--- src/hw/rtl/ufpc_pkg.sv ---
// Shared types and constants for the union-find path compression unit.
package ufpc_pkg;

    localparam int NODES_DEF = 1024;
    localparam int CMD_W     = 2;
    localparam int NODE_W    = 10;
    localparam int ROOT_W    = 10;
    localparam int IN_W      = 24;
    localparam int OUT_W     = 16;

    localparam logic [CMD_W-1:0] CMD_FIND  = 2'd0;
    localparam logic [CMD_W-1:0] CMD_MERGE = 2'd1;
    localparam logic [CMD_W-1:0] CMD_CLEAR = 2'd2;

    // Commands from the controller to the datapath.
    typedef struct packed {
        logic load_in;
        logic start;
        logic sel_b;
        logic walk_step;
        logic comp_step;
        logic save_ra;
        logic link;
        logic clr_step;
        logic load_out;
        logic out_zero;
    } ufpc_cmd_t;

    // Status from the datapath back to the controller.
    typedef struct packed {
        logic hit;
        logic comp_done;
        logic clr_last;
        logic out_free;
    } ufpc_sts_t;

endpackage

--- src/hw/rtl/ufpc_ctrl.sv ---
// Controller state machine sequencing walks, compression, links and clears.
module ufpc_ctrl (
    input  logic                         clk,
    input  logic                         rst_n,
    input  logic                         in_valid,
    output logic                         in_ready,
    input  logic [ufpc_pkg::CMD_W-1:0]   in_cmd,
    input  ufpc_pkg::ufpc_sts_t          sts,
    output ufpc_pkg::ufpc_cmd_t          cmd
);

    localparam logic [3:0] S_INIT   = 4'd0;
    localparam logic [3:0] S_IDLE   = 4'd1;
    localparam logic [3:0] S_WSTART = 4'd2;
    localparam logic [3:0] S_WALK   = 4'd3;
    localparam logic [3:0] S_CSTART = 4'd4;
    localparam logic [3:0] S_COMP   = 4'd5;
    localparam logic [3:0] S_LINK   = 4'd6;
    localparam logic [3:0] S_CLR    = 4'd7;
    localparam logic [3:0] S_OUT    = 4'd8;

    logic [3:0] state_reg;
    logic [3:0] state_next;
    logic       merge_reg;
    logic       merge_next;
    logic       second_reg;
    logic       second_next;
    logic       zero_reg;
    logic       zero_next;

    assign in_ready = (state_reg == S_IDLE);

    always_comb
    begin
        state_next  = state_reg;
        merge_next  = merge_reg;
        second_next = second_reg;
        zero_next   = zero_reg;
        cmd         = '0;
        cmd.sel_b   = second_reg;
        cmd.out_zero = zero_reg;

        unique case (state_reg)
            S_INIT:
            begin
                cmd.clr_step = 1'b1;
                if (sts.clr_last)
                    state_next = S_IDLE;
            end
            S_IDLE:
            begin
                if (in_valid)
                begin
                    cmd.load_in = 1'b1;
                    second_next = 1'b0;
                    merge_next  = (in_cmd == ufpc_pkg::CMD_MERGE);
                    zero_next   = 1'b1;
                    unique case (in_cmd) inside
                        ufpc_pkg::CMD_FIND, ufpc_pkg::CMD_MERGE:
                        begin
                            zero_next  = 1'b0;
                            state_next = S_WSTART;
                        end
                        ufpc_pkg::CMD_CLEAR:
                            state_next = S_CLR;
                        default:
                            state_next = S_OUT;
                    endcase
                end
            end
            S_WSTART:
            begin
                cmd.start  = 1'b1;
                state_next = S_WALK;
            end
            S_WALK:
            begin
                cmd.walk_step = 1'b1;
                if (sts.hit)
                    state_next = S_CSTART;
            end
            S_CSTART:
            begin
                cmd.start  = 1'b1;
                state_next = S_COMP;
            end
            S_COMP:
            begin
                cmd.comp_step = 1'b1;
                if (sts.comp_done)
                begin
                    if (second_reg)
                    begin
                        state_next = S_LINK;
                    end
                    else
                    begin
                        cmd.save_ra = 1'b1;
                        if (merge_reg)
                        begin
                            second_next = 1'b1;
                            state_next  = S_WSTART;
                        end
                        else
                        begin
                            state_next = S_OUT;
                        end
                    end
                end
            end
            S_LINK:
            begin
                cmd.link   = 1'b1;
                state_next = S_OUT;
            end
            S_CLR:
            begin
                cmd.clr_step = 1'b1;
                if (sts.clr_last)
                    state_next = S_OUT;
            end
            S_OUT:
            begin
                if (sts.out_free)
                begin
                    cmd.load_out = 1'b1;
                    state_next   = S_IDLE;
                end
            end
            default:
                state_next = S_IDLE;
        endcase
    end

    always_ff @(posedge clk or negedge rst_n)
    begin
        if (!rst_n)
        begin
            state_reg  <= S_INIT;
            merge_reg  <= 1'b0;
            second_reg <= 1'b0;
            zero_reg   <= 1'b0;
        end
        else
        begin
            state_reg  <= state_next;
            merge_reg  <= merge_next;
            second_reg <= second_next;
            zero_reg   <= zero_next;
        end
    end

endmodule

--- config.mk ---
export PLATFORM = sky130hd
export DESIGN_NAME = ufpc_ctrl
export DESIGN_NICKNAME = d
export VERILOG_FILES = /design/src/hw/rtl/ufpc_pkg.sv /design/src/hw/rtl/ufpc_ctrl.sv
export SDC_FILE = /design/constraint.sdc
export NUM_CORES = 1
export LEC_CHECK = 0
export ABC_AREA = 1
export BUFFER_PORTS_ARGS = -buffer_cell sky130_fd_sc_hd__buf_2
export CAP_MARGIN = 20
export CORE_AREA = 3 3 40 42
export DETAILED_ROUTE_END_ITERATION = 7
export DIE_AREA = 0 0 43 45
export PLACE_DENSITY = 0.8
export SETUP_SLACK_MARGIN = 0.5
export SYNTH_ARGS = -nofsm -noshare
export SYNTH_HDL_FRONTEND = slang
export SYNTH_SLANG_ARGS = --single-unit
--- constraint.sdc ---
create_clock -name clk -period 1.4 [get_ports clk]
set_clock_uncertainty 0.1 [all_clocks]
set_input_delay 0.28 -clock clk [delete_from_list [all_inputs] [get_ports clk]]
set_output_delay 0.28 -clock clk [all_outputs]
set_load 0.005 [all_outputs]
# Yosys cells after proc, flatten, opt, wreduce, memory -nomap -nowiden
# Cells that the tools add are included.
[totals] regBits=7 latch_bits=0 ramBits=0 romBits=0 inputBits=9 output_inout_bits=11 wordCells=56 n_memories=0
[classes] add_sub_neg=0 mul=0 div=0 order_cmp=0 n_eq_ne=16 shifts=0 n_mux=27 bitwise=0 n_reduce_logical=9
[ops] op="$pmux 4 s9" n=1
[ops] op="$mux 4" n=8
[ops] op="$eq 4x3->1 const B" n=4
[ops] op="$mux 1" n=15
[ops] op="$ne 2x2->1 const B" n=6
[ops] op="$eq 4x2->1 const B" n=2
[ops] op="$pmux 4 s2" n=1
[ops] op="$reduce_and 6->1" n=1
[ops] op="$reduce_or 2->1" n=3
[ops] op="$eq 4x1->1 const B" n=1
[ops] op="$eq 4x4->1 const B" n=1
[ops] op="$logic_not 4->1" n=1
[ops] op="$reduce_and 3->1" n=1
[ops] op="$eq 2x1->1 const B" n=1
[ops] op="$eq 2x2->1 const B" n=1
[ops] op="$logic_not 2->1" n=1
[ops] op="$mux 2" n=1
[ops] op="$pmux 1 s2" n=1
[ops] op="$reduce_and 2->1" n=1
[ops] op="$reduce_bool 2->1" n=1

# Depth between registers and ports, before layout
# Gate-level depths: netlist of run 1.
[logic_depth] ltp_word=5 depth_mapped=8 ltp_nobuf=8

# Least setup slack after synthesis of run 1
# OpenSTA, ideal clock, no wires.
[synth_path] kind="reg2out" startpoint="reg state_reg[0]" endpoint="out cmd[8] in the netlist's numbering" arrival_ps=899 t_required_ps=1020 slack_ps=121 stages_incl_launch_ff=6 path_buffers=0 cell_sequence="dfrtp_1 nor2_1 inv_1 nor2_1 nor2_1 inv_1"
[synth_rtl] element="from (decl)" line="ufpc_ctrl.sv:22" source="logic [3:0] state_reg;"
[synth_rtl] element="from (signal assigned)" line="ufpc_ctrl.sv:146" source="state_reg <= state_next;"
[synth_rtl] element="to (decl)" line="ufpc_ctrl.sv:9" source="output ufpc_pkg::ufpc_cmd_t cmd"

==> results of run 1 <==
synthesized netlist by cell type, drive strengths merged:
master  count  area (um2)
nand2      28         123
inv        18        67.6
nor2       16        82.6
nand3      13        65.1
dfrtp       7         175
buf         2        15.0
o21ai       2        13.8
a21oi       1        5.00
nand4       1        6.26
nor4        1        6.26
o21a        1        7.51
o22ai       1        6.26
metrics by stage:
stage                     std cells  util, %  worst slack [ps]  instance area (um2)  setup TNS [ps]
after global placement          128     55.4              1.53                  712               0
after global routing            146     74.2              -401                  953           -3880
final                           146     74.2              -358                  953           -2950
after detailed placement        128     55.4             -8.74                  712           -15.0
after CTS                       142     69.4              -266                  892           -2160
after floorplan                  91        -               144                  579               0
layout make-up:
cell class | count | area (um2) | area share [%]
inverter | 18 | 67.6 | 7.09
tap | 15 | 18.8 | 1.97
multi-input combinational | 64 | 393 | 41.2
sequential | 7 | 179 | 18.8
timing repair buffer | 38 | 269 | 28.2
clock buffer | 4 | 26.3 | 2.76
power breakdown:
group          leakage [uW]  total [uW]  internal, uW  switching [uW]
Combinational      0.000450        1630           739             889
Sequential        0.0000836         425           309             116
Clock             0.0000150         190           109            81.1
Total              0.000548        2240          1160            1090
worst min path at each step:
stage          slack [ps]  startpoint  cells after the start         end
6_report              230   in_cmd[0]                      3   merge_reg
5_1_grt               230   in_cmd[0]                      3   merge_reg
4_1_cts               220   in_cmd[0]                      3   merge_reg
3_5_place_dp           20       rst_n                      1  second_reg
3_3_place_gp           20       rst_n                      1    zero_reg
2_1_floorplan        -120       rst_n                      0   merge_reg
critical path, cell delays in order (launching register included):
cell and delay, ps:
dfrtp_1 420, inv_2 110, buf_6 130, nor4_2 290, buf_2 170
logic make-up (layout without fill, tap and decap cells):
| logic type | count (synthesis) | after routing | synth area share [%] |
|---|---|---|---|
| AOI/OAI and AO/OA | 5 | 5 | 5.68 |
| buffers and inverters | 20 | 60 | 14.4 |
| and+or+nand+nor | 59 | 59 | 49.3 |
| DFF | 7 | 7 | 30.6 |
timing repair:
item	in CTS	in global routing
pin swaps	9	7
setup buffers	9	4
setup endpoints to repair	18	18
hold buffers	1	0
resized for setup	24	8
hold endpoints to repair	7	0
metal layers:
| layer | track usage, % | vias to the layer above | wire (um) | share of wire, % |
|---|---|---|---|---|
| met2 | 35.0 | 43 | 1100 | 53 |
| li1 | - | 362 | - | - |
| met3 | 3.59 | 8 | 132 | 6.3 |
| met5 | 0 | - | 0 | 0 |
| met1 | 21.5 | 334 | 790 | 38 |
| met4 | 15.7 | 0 | 63 | 3.0 |
==> summary.md, run 1 <==
| Metric | Value |
|---|---|
| Final Hold Viols | 0 |
| Drt wl/cell | around 14 um |
| R2R Path Start | state_reg[3] |
| Tmin final | 1760 ps |
| Clock Path Buffers | 2 |
| Syn. warnings | 0 |
| CTS tree | yes |
| Most frequent cells in the layout | 18 x buf_2, 17 x nand2_1, 13 x inv_1, 13 x nand3_1, 12 x buf_4 |
| Final period util | 126% |
| Initial drt markers | 37 |
| Number of antenna violations at the first check in global routing | 0 |
| Routed vias/inst | 5.12 |
| CP Launch Point | state_reg[3] |
| Max-cap viol count | 0 |
| Input/output buffers | 19 |
| Crit end category | output port |
| R2R setup slack | -180 ps |
| Seq/Total Area, Yosys | 30.6% |
| Reg clk slew, reported paths | 50 ps |
| Root Driver | clkbuf_4 |
| TritonCTS Buffers | 3 |
| Chip Width | about 43 um |
| DIE AREA | 0.00194 mm2 |
| CP endpoint | cmd[1] |
| Layout filler cell count | 93 |
| Max Slew Vio Count | 0 |
| H-tree Lvls | 1 |
| GPL Wtd Cong | 0.838 |
| Routed Antenna Nets | 0 |
| Flops & latches, synth | 7 |
| CP Max Fanout | 4 |
| Routed WL | 2.09 mm |
| VDD IR-drop max | roughly 1.1 mV |
| Final-report setup violation count | 15 |
| Leak pwr | 0.000548 uW |
| Relative slew slack | 81.1% |
| Number of global-route vias before repair | 649 |
| Core area | 0.00128 mm2 |
| Critical Path RT | 1020 ps |
| Area grow syn2layout | 66.4% |
| Max Fclk | 569 MHz |
| Post-route setup slack | -358 ps |
| Unique masters post-synth | 17 |
| RSZ-0062 raised after global routing | true |
| ANT cells | 0 |
| Via count | 747 |
| Nets | about 140 |
| Io pins | 20 |
| Failing checks | negative setup slack |
| Fraction of layout cells with a size suffix above 1 | between 50% and 60% |
| Total global routing overflow | 0 |
| Worst hold margin | roughly 230 ps |
| Syn avg cell area | 6.30 um2 |
| Largest register FFs | 4 |
| DR pass1 iterations | 4 |
| Clk_lat worst skew | roughly 250 ps |
| HPWL after DPL | 1.21 mm |
| Initial Util | between 40 and 50% |
| Synthesized area | 573 um2 |
| Pwr Total | 2240 uW |
| Run status | complete, but fails checks |
| Largest net degree at the start of global routing | 8 |
| Slew @ Worst Pin | 282 ps |
| Reg2Reg Depth | 10 |
| Tot GR Track Use | ~20% |
| Most common cell after layout, fill and taps aside | buf_2 |
| Syn Nets | 100 |
| Min-delay worst type | in2reg |
| Cells after Synth | 91 |
| Reg2reg end | state_reg[2] |
| Die Y | 45 um |
| Startpoint Class | flop |
| Clk sinks | 7 |
| First-pass GRT wire length | 2.79 mm |
| Pwr per Cell Area | 2350 mW/mm2 |
| WS Path Type | reg2out |
| # rows | 13 |
| Worst path arrival time | about 1400 ps |
| DRC viols | 0 |
Note: power is estimated with default switching activity, not from simulation.
==> run 2, diff against run 1 <==
--- a/config.mk
+++ b/config.mk
@@ -13,6 +13,7 @@
 export DIE_AREA = 0 0 43 45
 export PLACE_DENSITY = 0.8
 export SETUP_SLACK_MARGIN = 0.5
+export SKIP_LAST_GASP = 1
 export SYNTH_ARGS = -nofsm -noshare
 export SYNTH_HDL_FRONTEND = slang
 export SYNTH_SLANG_ARGS = --single-unit
==> run 2 against run 1 <==
  * The flow still finishes with violations (negative setup slack)
  * Non-clock buffer count is the same
  * Highest routed layer unchanged
  * Setup slack lost 23 ps
  * Sequential power grew 2%
  * Cell area grew 2.5%
  * Die area is the same
  * First-iteration DRC count shrank 59%
  * Total power grew 1.5%
  * Global-route usage shrank 0.92 points
  * Clock power is essentially flat
  * Routed wire length shrank 4.1%
==> summary.md, run 2 (same netlist as run 1, synthesis figures left out) <==
| Metric | Value |
|---|---|
| Final Hold Viols | 0 |
| Via count | 720 |
| Routed vias/inst | just under 5 |
| Run status | complete, but fails checks |
| Slowest CP cell | dfrtp_1 |
| M1 wire length | approximately 790 um |
| CP endpoint | cmd[1] |
| Max Slew Vio Count | 0 |
| Min-delay worst type | in2reg |
| Critical Path RT | 1020 ps |
| Largest net degree at the start of global routing | 8 |
| Relative slew slack | 79.4% |
| DIE AREA | 0.00194 mm2 |
| Root Driver | clkbuf_4 |
| Area grow syn2layout | 70.5% |
| CP Max Fanout | 4 |
| WS Path Type | reg2out |
| Layout filler cell count | 86 |
| CTS tree | yes |
| TritonCTS Buffers | 3 |
| Fraction of layout cells with a size suffix above 1 | between 50 and 60% |
| # rows | 13 |
| Routed Antenna Nets | 0 |
| Tmin final | about 1800 ps |
| Placed inst area | 712 um2 |
| Initial drt markers | 15 |
| Drt wl/cell | 13.7 um |
| H-tree Lvls | 1 |
| Tot GR Track Use | 19.1% |
| DRC viols | 0 |
| Clk sinks | 7 |
| CP Launch Point | state_reg[3] |
| Final period util | 127% |
| Chip Width | 43 um |
| HPWL after DPL | ~1.2 mm |
| Number of antenna violations at the first check in global routing | 0 |
| Leak pwr | 0.000555 uW |
| Worst hold margin | 243 ps |
| Most common cell after layout, fill and taps aside | buf_2 |
| Routed WL | 2.00 mm |
| Max stage delay on crit path | 430 ps |
| Input/output buffers | 19 |
| Reg2Reg Depth | 10 |
| Reg2reg end | state_reg[2] |
| Total global routing overflow | 0 |
| Max Fclk | 561 MHz |
| GPL Wtd Cong | 0.838 |
| Failing checks | negative setup slack |
| Area of the multi-input gates | 409 um2 |
| Largest register FFs | 4 |
| Hold path depth | 3 |
| Post-route setup slack | -382 ps |
| ANT cells | 0 |
| Reg clk slew, reported paths | 60 ps |
| First-pass GRT wire length | 2.67 mm |
| Design Area, Final | roughly 1000 um2 |
| VDD IR-drop max | 1.09 mV |
| Crit path cell chain | inv_2, buf_6, nor4_2, buf_2 |
| Most frequent cells in the layout | 18 x buf_2, 16 x nand2_1, 13 x inv_1, 13 x nand3_1, 10 x buf_4 |
| Pwr Total | around 2300 uW |
| Met3 wire length | ~58 um |
| Clock Path Buffers | 2 |
| Startpoint Class | flop |
| Worst path arrival time | 1400 ps |
| RSZ-0062 raised after global routing | true |
| Max layer used | met4 |
| Final-report setup violation count | 15 |
| Die Y | 45 um |
| Met2 routed WL | 1.09 mm |
| R2R setup slack | -190 ps |
| Slew @ Worst Pin | around 310 ps |
| Max-cap viol count | 0 |
| Crit end category | output port |
| R2R Path Start | state_reg[3] |
| Nets | around 140 |
| Initial Util | 44.6% |
| DR pass1 iterations | 4 |
| Number of global-route vias before repair | around 630 |
| Clk_lat worst skew | between 200 and 300 ps |
| Io pins | 20 |
| Setup TNS | -2980 ps |
| Core area | 0.00128 mm2 |
| Pwr per Cell Area | approximately 2300 mW/mm2 |
| Register area | approximately 180 um2 |
==> run 2: worst min path at each step <==
stage	startpoint	end	slack, ps
detailed placement	rst_n	second_reg	20
floorplan	rst_n	merge_reg	-120
finish	in_cmd[0]	merge_reg	240
CTS	in_cmd[0]	merge_reg	220
global placement	rst_n	zero_reg	20
global route	in_cmd[0]	merge_reg	230
==> run 2: area by class of cell <==
cell class | count | share of cell area [%]
clock buffers | 4 | 2.69
inverters | 18 | 6.91
multi-input cells | 64 | 41.9
flip-flops and latches | 7 | 18.3
well taps | 15 | 1.92
repair buffers | 38 | 28.3
==> run 2: critical path, delay by kind of cell (launching register included) <==
family	cells	cell delay (ps)
DFF	1	430
buffers and inverters	3	420
and+or+nand+nor	1	310
==> run 2: stage by stage <==
| step | cells | util [%] | setup slack, ps |
|---|---|---|---|
| 2_1_floorplan | 91 | - | 144 |
| 3_3_place_gp | 128 | 55.4 | 1.53 |
| 3_5_place_dp | 128 | 55.4 | -8.74 |
| 4_1_cts | 142 | 68.1 | -266 |
| 5_1_grt | 146 | 76.0 | -412 |
| 6_report | 146 | 76.0 | -382 |
==> run 2: routing by layer <==
layer	global-route usage [%]	vias to the layer above
met5	0	-
met4	17.5	0
met3	3.98	6
met2	30.8	21
met1	21.2	333
li1	-	360
==> run 2: power breakdown <==
| part | switching, uW | total (uW) | internal [uW] |
|---|---|---|---|
| clock network | 77.6 | 187 | 109 |
| registers | 123 | 432 | 309 |
| logic | 894 | 1660 | 765 |
| total | 1090 | 2280 | 1180 |
==> run 2: what timing repair did <==
| action | CTS | global route |
|---|---|---|
| pin swaps | 9 | 11 |
| endpoints found under the setup margin | 18 | 18 |
| hold buffers | 1 | 0 |
| resized for setup | 20 | 18 |
| endpoints found under the hold margin | 7 | 0 |
| buffers inserted | 9 | 4 |
